File: config.mk
export PLATFORM = sky130hd
export DESIGN_NAME = pattern_mask_stream_filter_flat
export DESIGN_NICKNAME = d
export VERILOG_FILES = /design/src/rtl/core/pms_pkg.sv /design/src/rtl/core/pms_if.sv /design/src/rtl/core/pms_cell.sv /design/src/rtl/core/pattern_mask_stream_filter.sv /design/src/flat_wrapper.sv
export SDC_FILE = /design/constraint.sdc
export NUM_CORES = 1
export LEC_CHECK = 0
export BUFFER_PORTS_ARGS = -buffer_cell sky130_fd_sc_hd__buf_4
export CORE_ASPECT_RATIO = 1.75
export CORE_MARGIN = 1.5
export CORE_UTILIZATION = 58
export DETAILED_ROUTE_END_ITERATION = 6
export PLACE_DENSITY = 0.88
export SLEW_MARGIN = 20
export SYNTH_ARGS = -nofsm -noshare
export SYNTH_HDL_FRONTEND = slang
export SYNTH_HIERARCHICAL = 1
export SYNTH_SLANG_ARGS = --single-unit
File: constraint.sdc
create_clock -name clk -period 12.3 [get_ports clk]
set_input_delay 2.46 -clock clk [delete_from_list [all_inputs] [get_ports clk]]
set_output_delay 2.46 -clock clk [all_outputs]
set_load 0.05 [all_outputs]
File: src/rtl/core/pms_pkg.sv
// Package for the pattern mask stream filter.
// Widths, register indexes, the mask byte and the cell control struct.
// No dependencies; every other file uses it by scoped names.
`timescale 1ns / 1ps

package pms_pkg;

  // window depth, also the longest pattern
  localparam int MAX_PATTERN = 8;
  localparam int POS_W       = $clog2(MAX_PATTERN);
  localparam int FILL_W      = $clog2(MAX_PATTERN + 1);

  localparam int BYTE_W      = 8;
  localparam int PAT_W       = MAX_PATTERN * BYTE_W;
  localparam int LEN_W       = 4;
  localparam int CFG_IDX_W   = 1;
  localparam int CFG_DATA_W  = 64;

  localparam logic [BYTE_W-1:0] MASK_BYTE = 8'h2A;

  // configuration register indexes
  localparam logic [CFG_IDX_W-1:0] REG_PATTERN_BYTES  = 1'd0;
  localparam logic [CFG_IDX_W-1:0] REG_PATTERN_LENGTH = 1'd1;

  // control broadcast to every window cell
  typedef struct packed {
    logic              shift;  // front byte leaves, cells take their neighbor
    logic              mask;   // front match: masked span shifts in as '*'
    logic              wr;     // a new byte is written this cycle
    logic [POS_W-1:0]  wpos;   // cell that takes the new byte
    logic [BYTE_W-1:0] din;    // the new byte
    logic [FILL_W-1:0] len;    // effective pattern length
  } cell_ctl_t;

endpackage

File: src/rtl/core/pms_if.sv
// Stream interfaces of the pattern mask stream filter: input beats,
// output beats and the configuration write channel. Uses pms_pkg.
`timescale 1ns / 1ps

interface pms_in_if;
  logic                        valid;
  logic                        ready;
  logic [pms_pkg::BYTE_W-1:0]  data_byte;
  logic                        end_of_text;

  modport source (output valid, data_byte, end_of_text, input ready);
  modport sink   (input valid, data_byte, end_of_text, output ready);
endinterface

interface pms_out_if;
  logic                        valid;
  logic                        ready;
  logic [pms_pkg::BYTE_W-1:0]  out_byte;
  logic                        out_last;

  modport source (output valid, out_byte, out_last, input ready);
  modport sink   (input valid, out_byte, out_last, output ready);
endinterface

interface pms_cfg_if;
  logic                            valid;
  logic                            ready;
  logic [pms_pkg::CFG_IDX_W-1:0]   index;
  logic [pms_pkg::CFG_DATA_W-1:0]  data;

  modport source (output valid, index, data, input ready);
  modport sink   (input valid, index, data, output ready);
endinterface

File: src/rtl/core/pms_cell.sv
// One window cell: holds one text byte, compares it with its pattern byte,
// and shifts toward the front. Uses pms_pkg.
`timescale 1ns / 1ps

module pms_cell (
  input  logic                       clk,
  input  pms_pkg::cell_ctl_t         ctl,
  input  logic [pms_pkg::POS_W-1:0]  idx,
  input  logic [pms_pkg::BYTE_W-1:0] pat_byte,
  input  logic [pms_pkg::BYTE_W-1:0] nbr,
  output logic [pms_pkg::BYTE_W-1:0] byte_q,
  output logic                       hit
);

  logic [pms_pkg::FILL_W-1:0] pos;
  logic                       wr_here;
  logic                       mask_here;

  assign pos = pms_pkg::FILL_W'(idx);

  // positions past the pattern always agree
  assign hit       = (pos >= ctl.len) || (byte_q == pat_byte);
  assign wr_here   = ctl.wr && (ctl.wpos == idx);
  // the byte moving in from the right was inside the matched span
  assign mask_here = ctl.mask && ((pos + pms_pkg::FILL_W'(1)) < ctl.len);

  // byte register
  always_ff @(posedge clk) begin
    if (wr_here) begin
      byte_q <= ctl.din;
    end else if (ctl.shift) begin
      byte_q <= mask_here ? pms_pkg::MASK_BYTE : nbr;
    end
  end

endmodule

File: src/rtl/core/pattern_mask_stream_filter.sv
// Top level of the pattern mask stream filter.
// Holds config registers, window control, the cell row and the output register.
// Depends on pms_pkg, pms_if.sv and pms_cell.
`timescale 1ns / 1ps

// Masks every occurrence of a configured pattern of up to eight bytes with '*'.
// Channels: data_in takes one text beat (data_byte, end_of_text) per handshake,
// data_out gives one masked beat (out_byte, out_last), cfg writes register 0
// (pattern bytes, first byte in bits 7:0) or register 1 (pattern length,
// values above eight act as eight, zero passes bytes through).
// Bytes wait in a row of eight cells until the pattern length of lookahead is
// held; the front cell then decides its match and leaves through the output
// register. A byte moves from its cell to the output register once the beat
// completing its lookahead is held. Throughput is one beat per cycle in and
// out while data_out is ready; the single output register port sets that
// figure. A beat with end_of_text drains the window, one byte per cycle while
// data_out is ready; data_in is not ready until the last byte (out_last) is out.
// When data_out stalls, the window keeps taking beats until its eight cells
// are full, then data_in drops ready.
// Reset (rst, synchronous) empties the window and clears both registers.
// Configuration writes are taken at any time but are meant for an idle block.
module pattern_mask_stream_filter (
  input  logic      clk,
  input  logic      rst,
  pms_in_if.sink    data_in,
  pms_out_if.source data_out,
  pms_cfg_if.sink   cfg
);

  localparam logic [pms_pkg::FILL_W-1:0] FULL =
    pms_pkg::FILL_W'(pms_pkg::MAX_PATTERN);

  // configuration registers
  logic [pms_pkg::PAT_W-1:0]   pattern;
  logic [pms_pkg::FILL_W-1:0]  len;

  // window control
  logic [pms_pkg::FILL_W-1:0]  fill;
  logic [pms_pkg::FILL_W-1:0]  fill_next;
  logic [pms_pkg::FILL_W-1:0]  fill_ae;
  logic [pms_pkg::FILL_W-1:0]  keep;
  logic                        armed;
  logic                        armed_next;
  logic                        flushing;
  logic                        flushing_next;
  logic                        emit_req;
  logic                        emit;
  logic                        out_free;
  logic                        accept;
  logic                        match;

  // output register
  logic                        out_valid;
  logic [pms_pkg::BYTE_W-1:0]  out_byte;
  logic                        out_last;

  pms_pkg::cell_ctl_t                             ctl;
  logic [pms_pkg::MAX_PATTERN-1:0]                hits;
  logic [pms_pkg::MAX_PATTERN-1:0][pms_pkg::BYTE_W-1:0] cell_bytes;

  // config write port
  assign cfg.ready = 1'b1;

  always_ff @(posedge clk) begin
    if (rst) begin
      pattern <= '0;
      len     <= '0;
    end else if (cfg.valid) begin
      unique case (cfg.index)
        pms_pkg::REG_PATTERN_BYTES: begin
          pattern <= cfg.data;
        end
        pms_pkg::REG_PATTERN_LENGTH: begin
          len <= (cfg.data[pms_pkg::LEN_W-1:0] > pms_pkg::LEN_W'(pms_pkg::MAX_PATTERN))
                 ? FULL : pms_pkg::FILL_W'(cfg.data[pms_pkg::LEN_W-1:0]);
        end
        default: begin
        end
      endcase
    end
  end

  // window control
  assign keep     = (len == '0) ? '0 : len - pms_pkg::FILL_W'(1);
  assign emit_req = (armed && (fill > keep)) || (flushing && (fill != '0));
  assign out_free = !out_valid || data_out.ready;
  assign emit     = emit_req && out_free;
  assign fill_ae  = fill - pms_pkg::FILL_W'(emit);

  assign data_in.ready = !flushing && (fill_ae != FULL);
  assign accept        = data_in.valid && data_in.ready;

  assign match = (len != '0) && (fill >= len) && (&hits);

  assign fill_next     = fill_ae + pms_pkg::FILL_W'(accept);
  assign armed_next    = accept || (armed && (fill_next > keep));
  assign flushing_next = (accept && data_in.end_of_text) ||
                         (flushing && (fill_next != '0));

  always_ff @(posedge clk) begin
    if (rst) begin
      fill     <= '0;
      armed    <= 1'b0;
      flushing <= 1'b0;
    end else begin
      fill     <= fill_next;
      armed    <= armed_next;
      flushing <= flushing_next;
    end
  end

  // cell row
  assign ctl.shift = emit;
  assign ctl.mask  = emit && match;
  assign ctl.wr    = accept;
  assign ctl.wpos  = fill_ae[pms_pkg::POS_W-1:0];
  assign ctl.din   = data_in.data_byte;
  assign ctl.len   = len;

  for (genvar i = 0; i < pms_pkg::MAX_PATTERN; i++) begin : g_cell
    logic [pms_pkg::BYTE_W-1:0] nbr;
    if (i == pms_pkg::MAX_PATTERN - 1) begin : g_tail
      assign nbr = '0;
    end else begin : g_mid
      assign nbr = cell_bytes[i+1];
    end
    pms_cell u_cell (
      .clk      (clk),
      .ctl      (ctl),
      .idx      (pms_pkg::POS_W'(i)),
      .pat_byte (pattern[i*pms_pkg::BYTE_W +: pms_pkg::BYTE_W]),
      .nbr      (nbr),
      .byte_q   (cell_bytes[i]),
      .hit      (hits[i])
    );
  end

  // output register
  always_ff @(posedge clk) begin
    if (rst) begin
      out_valid <= 1'b0;
    end else if (emit) begin
      out_valid <= 1'b1;
    end else if (data_out.ready) begin
      out_valid <= 1'b0;
    end
  end

  always_ff @(posedge clk) begin
    if (emit) begin
      out_byte <= match ? pms_pkg::MASK_BYTE : cell_bytes[0];
      out_last <= flushing && (fill == pms_pkg::FILL_W'(1));
    end
  end

  assign data_out.valid    = out_valid;
  assign data_out.out_byte = out_byte;
  assign data_out.out_last = out_last;

  // checks
  a_fill_bound: assert property (@(posedge clk) disable iff (rst)
    fill <= FULL)
    else $error("window fill above depth");

  a_no_take_in_flush: assert property (@(posedge clk) disable iff (rst)
    flushing |-> !data_in.ready)
    else $error("input taken while draining");

  a_last_empties: assert property (@(posedge clk) disable iff (rst)
    (emit && flushing && (fill == pms_pkg::FILL_W'(1))) |=> (fill == '0) && !flushing)
    else $error("final byte left window non-empty");

  a_match_masks: assert property (@(posedge clk) disable iff (rst)
    (emit && match) |=> (data_out.out_byte == pms_pkg::MASK_BYTE))
    else $error("matched front byte not masked");

  a_emit_needs_data: assert property (@(posedge clk) disable iff (rst)
    emit |-> (fill != '0))
    else $error("emit from empty window");

endmodule

File: src/flat_wrapper.sv
// flat-port wrapper written by rule: the top's interface ports become plain ports
module pattern_mask_stream_filter_flat 
  (clk, rst, data_in_valid, data_in_data_byte, data_in_end_of_text, data_in_ready, data_out_valid, data_out_out_byte, data_out_out_last, data_out_ready, cfg_valid, cfg_index, cfg_data, cfg_ready);
  pms_in_if data_in_i ();
  pms_out_if data_out_i ();
  pms_cfg_if cfg_i ();
  input  logic clk;
  input  logic rst;
  input wire logic [$bits(data_in_i.valid)-1:0] data_in_valid;
  input wire logic [$bits(data_in_i.data_byte)-1:0] data_in_data_byte;
  input wire logic [$bits(data_in_i.end_of_text)-1:0] data_in_end_of_text;
  output wire logic [$bits(data_in_i.ready)-1:0] data_in_ready;
  output wire logic [$bits(data_out_i.valid)-1:0] data_out_valid;
  output wire logic [$bits(data_out_i.out_byte)-1:0] data_out_out_byte;
  output wire logic [$bits(data_out_i.out_last)-1:0] data_out_out_last;
  input wire logic [$bits(data_out_i.ready)-1:0] data_out_ready;
  input wire logic [$bits(cfg_i.valid)-1:0] cfg_valid;
  input wire logic [$bits(cfg_i.index)-1:0] cfg_index;
  input wire logic [$bits(cfg_i.data)-1:0] cfg_data;
  output wire logic [$bits(cfg_i.ready)-1:0] cfg_ready;
  assign data_in_i.valid = data_in_valid;
  assign data_in_i.data_byte = data_in_data_byte;
  assign data_in_i.end_of_text = data_in_end_of_text;
  assign data_in_ready = data_in_i.ready;
  assign data_out_valid = data_out_i.valid;
  assign data_out_out_byte = data_out_i.out_byte;
  assign data_out_out_last = data_out_i.out_last;
  assign data_out_i.ready = data_out_ready;
  assign cfg_i.valid = cfg_valid;
  assign cfg_i.index = cfg_index;
  assign cfg_i.data = cfg_data;
  assign cfg_ready = cfg_i.ready;
  pattern_mask_stream_filter u_core (.clk(clk), .rst(rst), .data_in(data_in_i), .data_out(data_out_i), .cfg(cfg_i));
endmodule
==> results of run 1 <==
[metal layers]
layer,vias to the layer above,share of wire [%],GRT usage [%],wire length (um)
li1,3580,-,-,-
met5,-,0,0,0
met4,0,5.7,18.40,1299
met2,241,55,54.12,12430
met3,97,4.1,4.784,918
met1,3546,35,27.15,7949
[Yosys cell counts (all sizes together) (9+ instances only)]
cell type / number / area share (%)
o31a: 24 / 2.4
o21ai: 42 / 2.4
a211oi: 9 / 0.76
nor2: 17 / 0.72
nand2b: 38 / 2.7
nand4: 28 / 2.0
clkbuf: 20 / 0.84
nor2b: 16 / 1.1
nand2: 222 / 9.4
o211ai: 9 / 0.76
buf: 19 / 2.2
ha: 80 / 11
a21oi: 78 / 4.4
edfxtp: 73 / 25
xnor2: 89 / 8.8
inv: 43 / 1.8
dfxtp: 75 / 17
xor2: 10 / 1.1
[path summary, 6_finish.rpt]
check                                       start  slack (ns)           endpoint
worst max-delay path                u_core/len[0]        5.36      data_in_ready
worst min-delay path            u_core/pattern[3]        0.47  u_core/pattern[3]
worst min register to register  u_core/pattern[3]        0.47  u_core/pattern[3]
worst max register to register      u_core/len[0]        6.15       u_core/armed
[sequential cells by signal, indices dropped and copies added, names as in the netlist]
register,flops
u_core/pattern,64
u_core/data_out.out_byte,8
u_core/fill,4
u_core/len,4
u_core/armed,1
u_core/data_out.valid,1
u_core/data_out.out_last,1
u_core/flushing,1
u_core/g_cell.u_cell/byte_q,64
[power breakdown]
part | switching, uW | internal, uW | total (uW)
Clock | 226 | 284 | 510
Sequential | 109 | 752 | 861
Combinational | 524 | 351 | 874
[worst max-delay path: stages (launching register included)]
cell and delay, ns:
dfxtp_1 0.88, or2_2 0.29, a21oi_1 0.06, a21oi_1 0.22, ha_1 0.29, a21oi_1 0.14
o21ai_0 0.09, a32oi_1 0.32, nor2_1 0.12, ha_1 0.21, ha_1 0.21, xor2_2 0.63
nor3_1 0.09, a21oi_1 0.25, buf_4 0.25
[layout make-up]
class	instances	area [um2]	area share [%]
clock buffers	18	429.2	4.068
clock inverters	14	141.4	1.340
inverters	43	161.4	1.530
multi-input cells	842	5197	49.26
flip-flops and latches	148	3694	35.01
well taps	183	229.0	2.170
repair buffers	93	698.2	6.618
[stage by stage]
stage	power, uW	hold slack (ns)	cells
6_report	2245	0.4727	1341
5_1_grt	2351	0.4852	1341
4_1_cts	2229	0.4722	1341
3_5_place_dp	1699	0.4632	1309
3_3_place_gp	1657	0.4566	1309
2_1_floorplan	1481	0.4488	1072
[cells by family (layout without fill, tap and decap cells)]
family | Yosys count | count (layout)
other | 2 | 113
xor gates and xnor gates | 99 | 99
adders and majority gates | 80 | 80
AOI/OAI and AO/OA | 176 | 176
and+or+nand+nor | 374 | 374
buffers and inverters | 82 | 168
DFF | 148 | 148
==> out/qor.txt, run 1 <==
GRT Residual Overflow - 0
Placement Cell Area - 9980 um2
startpoint types - flop
Synth Area per Inst - 9.257 um2
crit-path max FO - 21
via/cell ratio - 5.566
Ports - 91
Die ar. - 16120 um2
CTS clk-pin slew, worst paths - 0.07 ns
Slew Viols, Final - 0
post-layout minimum cycle time - 6.940 ns
Fin Setup TNS - 0 ns
commonest non-fill, non-tap cells in the layout - 221 x nand2_1, 113 x conb_1, 93 x buf_4, 89 x xnor2_1, 80 x ha_1
post-synthesis simple-gate area fraction - 20.51%
number of synthesized flops with an enable pin - 73
total CTS buffers - 17
WL final - 22.60 mm
Antenna Nets Post-Route - 0
endpoints failing hold - 0
Initial DRC Count - 456
CTS tree - done
CP endpoint kind - output pin
RSZ-0062 raised after global routing - false
Die W - 96.62 um
DR WL/cell - 16.85 um
worst reg-to-reg path cell count - 24
Max Cap Violations - 0
FMAX - 144.1 MHz
Cells after Synth - 961
P per Cell Area - 212.8 nW/um2
postcts setup bufs - 0
Post-CTS Resized - 0
ys flop type - dfxtp_1
WHS Path Cells - 2
post-synthesis sequential area ratio - 41.52%
H-Tree Depth - 4
Required @ worst endpoint - 9.84 ns
largest net degree at the start of global routing - 76
commonest non-fill, non-tap cell in the layout - nand2_1
hold buffer count at CTS - 0
area delta synth->final - 18.59%
IO Port Bufs - 89
Post-Syn Area - 8896 um2
vias in the first global route - 7508
peak supply drop - 0.1214 mV
antenna violations before repair - 0
DRC Markers - 0
fill count - 1085
final instance area - 10550 um2
DR pass1 iterations - 6
dpl ws - 5.471 ns
Synth Warn # - 6
Crit path arrival time - 4.48 ns
adder-cell share of the synthesized area - 11.25%
Worst Tran Pin Value - 1.142 ns
Synth cell types - 40
Hold Path Class - reg -> reg
vias - 7464
Synth async-reset ratio - 0%
total core area - 14910 um2
utilization after layout - 70.75%
max_slew headroom - 23.21%
mux share of post-synthesis cell area - 0%
Clock Latency Late Sink - 0.44 ns
CTS sink cnt - 148
root buffer cell - clkbuf_16
post-synthesis compound-gate area fraction - 11.95%
Final Wtd Congestion - 0.9094
Seq cells post-synth - 148
Rows - 59
share of layout cells above drive strength 1 - 12.00%
final setup violation count - 0
skew final - 0.009878 ns
fin worst setup slack - 5.360 ns
All-Layer GR Usage - 28.28%
Final Cycle Share - 56.42%
Chip Height - 166.8 um
status - finished clean
DP Wirelength - 15.80 mm
Starting Density - 59.66%
largest family of logic cells by synthesized area - simple AND/OR/NAND/NOR gates
antenna cells - 0
first-pass GRT wire length - 35.73 mm
critical path class - reg -> out
Nets - 1304
P_leak - 0.004234 uW
xor and xnor area share after synthesis - 9.831%
CTS Buffer Depth - 2
No activity file was read; power rests on OpenSTA's default activity.
==> run 2: changes to the inputs <==
--- a/config.mk
+++ b/config.mk
@@ -8,9 +8,9 @@
 export BUFFER_PORTS_ARGS = -buffer_cell sky130_fd_sc_hd__buf_4
 export CORE_ASPECT_RATIO = 1.75
 export CORE_MARGIN = 1.5
-export CORE_UTILIZATION = 58
+export CORE_UTILIZATION = 54
 export DETAILED_ROUTE_END_ITERATION = 6
-export PLACE_DENSITY = 0.88
+export PLACE_DENSITY = 0.86
 export SLEW_MARGIN = 20
 export SYNTH_ARGS = -nofsm -noshare
 export SYNTH_HDL_FRONTEND = slang
==> constraint.sdc (replaced) <==
create_clock -name clk -period 6.1 [get_ports clk]
set_input_delay 1.22 -clock clk [delete_from_list [all_inputs] [get_ports clk]]
set_output_delay 1.22 -clock clk [all_outputs]
set_load 0.05 [all_outputs]
==> run 2 against run 1 <==
First-iteration DRC count down 27%. Routed wire length down 2.0%. Sequential share of layout area down 0.19 points. Core utilization down 4.6 points. Combinational power up 100%. Sequential power up 100%. Final area up 0.53%. Register-to-register slack worse by 5.3 ns. Clock skew up 0.00062 ns. Count of clock-buffer cells in the layout up 2. Largest cell class unchanged.
==> out/qor.txt, run 2 (synthesized netlist as in run 1, its figures left out) <==
WL final - 22.15 mm
hold buffer count at CTS - 0
DRC Markers - 0
antenna violations before repair - 0
P_leak - 0.004255 uW
Die W - 100.0 um
DP Wirelength - 15.78 mm
Chip Height - 172.8 um
CTS tree - done
CP endpoint kind - flop
wire length on met2 - 11.95 mm
Post-CTS Resized - 0
IO Port Bufs - 89
post-layout minimum cycle time - 5.277 ns
Antenna Nets Post-Route - 0
endpoints failing hold - 0
CTS Buffer Depth - 2
final setup violation count - 0
utilization after layout - 66.17%
Placement Cell Area - 10020 um2
All-Layer GR Usage - 26.31%
Die ar. - 17280 um2
met3 routed WL - 1.044 mm
total core area - 16030 um2
H-Tree Depth - 4
DRT met1 WL - 7.795 mm
Ports - 91
Nets - 1308
Starting Density - 55.50%
Rows - 61
Slew Viols, Final - 0
Initial DRC Count - 334
skew final - 0.01050 ns
final instance area - 10610 um2
worst reg-to-reg path cell count - 24
clock network power share - 23.1%
Crit path arrival time - 5.55 ns
sw power - 1706 uW
max_slew headroom - 46.85%
crit-path max FO - 21
vias in the first global route - 7418
DR WL/cell - 16.39 um
sw frac - 37.36%
Worst Tran Pin Value - 0.7973 ns
Clock Latency Late Sink - 0.43 ns
commonest non-fill, non-tap cells in the layout - 221 x nand2_1, 113 x conb_1, 97 x buf_4, 89 x xnor2_1, 80 x ha_1
root buffer cell - clkbuf_16
total CTS buffers - 17
Min-Delay Endpoint - u_core/pattern[36]
Hold Path Class - reg -> reg
Final Cycle Share - 86.51%
Fin Setup TNS - 0 ns
area delta synth->final - 19.23%
share of layout cells above drive strength 1 - 12.22%
commonest non-fill, non-tap cell in the layout - nand2_1
beginning of the critical path - u_core/len[0]
WHS Path Cells - 2
startpoint types - flop
Worst R2R Start - u_core/len[0]
Max Cap Violations - 0
Pwr Total - 4567 uW
postcts setup bufs - 0
Reg2Reg Setup Slack - 0.82 ns
DR pass1 iterations - 7
largest net degree at the start of global routing - 76
Required @ worst endpoint - 6.38 ns
status - finished clean
critical path class - reg -> reg
hold path startpoint - u_core/pattern[36]
FMAX - 189.5 MHz
internal power - 2861 uW
reg2reg end - u_core/armed
first-pass GRT wire length - 34.82 mm
peak supply drop - 0.2349 mV
top routing layer in use - met4
P per Cell Area - 430.6 nW/um2
vias - 7381
via/cell ratio - 5.463
antenna cells - 0
Final Wtd Congestion - 0.8771
RSZ-0062 raised after global routing - false
Sequential Power Share - 38.3%
Comb pwr share - 38.7%
CTS sink cnt - 148
Regs by FF count - u_core/g_cell.u_cell/byte_q: 64 flops, u_core/pattern: 64 flops, u_core/data_out.out_byte: 8 flops
GRT Residual Overflow - 0
CTS clk-pin slew, worst paths - 0.06 ns
## run 2: per-stage QoR
stage / hold WS [ns] / setup slack [ns] / std cells
floorplan: 0.4488 / 0.1471 / 1072
finish: 0.4654 / 0.8226 / 1351
CTS: 0.4678 / 0.8420 / 1351
global placement: 0.4560 / 1.014 / 1319
global route: 0.4827 / 0.4562 / 1351
detailed placement: 0.4591 / 0.8988 / 1319
## run 2: layout make-up
cell class,instances,area [um2]
timing repair buffer,97,728.2
clock inverter,12,143.9
tap,189,236.5
sequential,148,3694
multi-input combinational,842,5206
inverter,43,161.4
fill,1228,5421
clock buffer,20,436.7
## run 2: routing by layer
| layer | vias up | GRT usage [%] |
|---|---|---|
| li1 | 3592 | - |
| met1 | 3423 | 26.01 |
| met2 | 259 | 48.27 |
| met3 | 107 | 5.255 |
| met4 | 0 | 17.31 |
| met5 | - | 0 |
## run 2: worst max path at each step
| stage | cells past startpoint | to |
|---|---|---|
| floorplan | 23 | u_core/armed |
| global placement | 23 | u_core/armed |
| detailed placement | 23 | u_core/armed |
| CTS | 23 | u_core/armed |
| global route | 24 | u_core/armed |
| finish | 24 | u_core/armed |
## run 2: worst max-delay path, cell delays in order, from the launching register on
cell,delay (ns)
dfxtp_1,0.82
or2_2,0.29
a21oi_1,0.05
a21oi_1,0.20
ha_1,0.29
a21oi_1,0.15
o21ai_0,0.08
a32oi_1,0.29
nor2_1,0.11
ha_1,0.21
ha_1,0.31
inv_1,0.06
nor3_1,0.22
a21oi_2,0.10
nand2_1,0.10
inv_1,0.04
buf_4,0.20
ha_1,0.23
ha_1,0.33
ha_1,0.32
nor2b_1,0.14
o21a_1,0.17
o21a_1,0.16
o211ai_1,0.16
a21oi_1,0.08
## run 2: power by group through the flow
stage               logic [uW]  registers [uW]  clock network [uW]
global route              1920            1770                1110
CTS                       1740            1750                1060
floorplan                 1240            1760                   0
detailed placement        1700            1770                   0
finish                    1770            1750                1050
global placement          1650            1760                   0
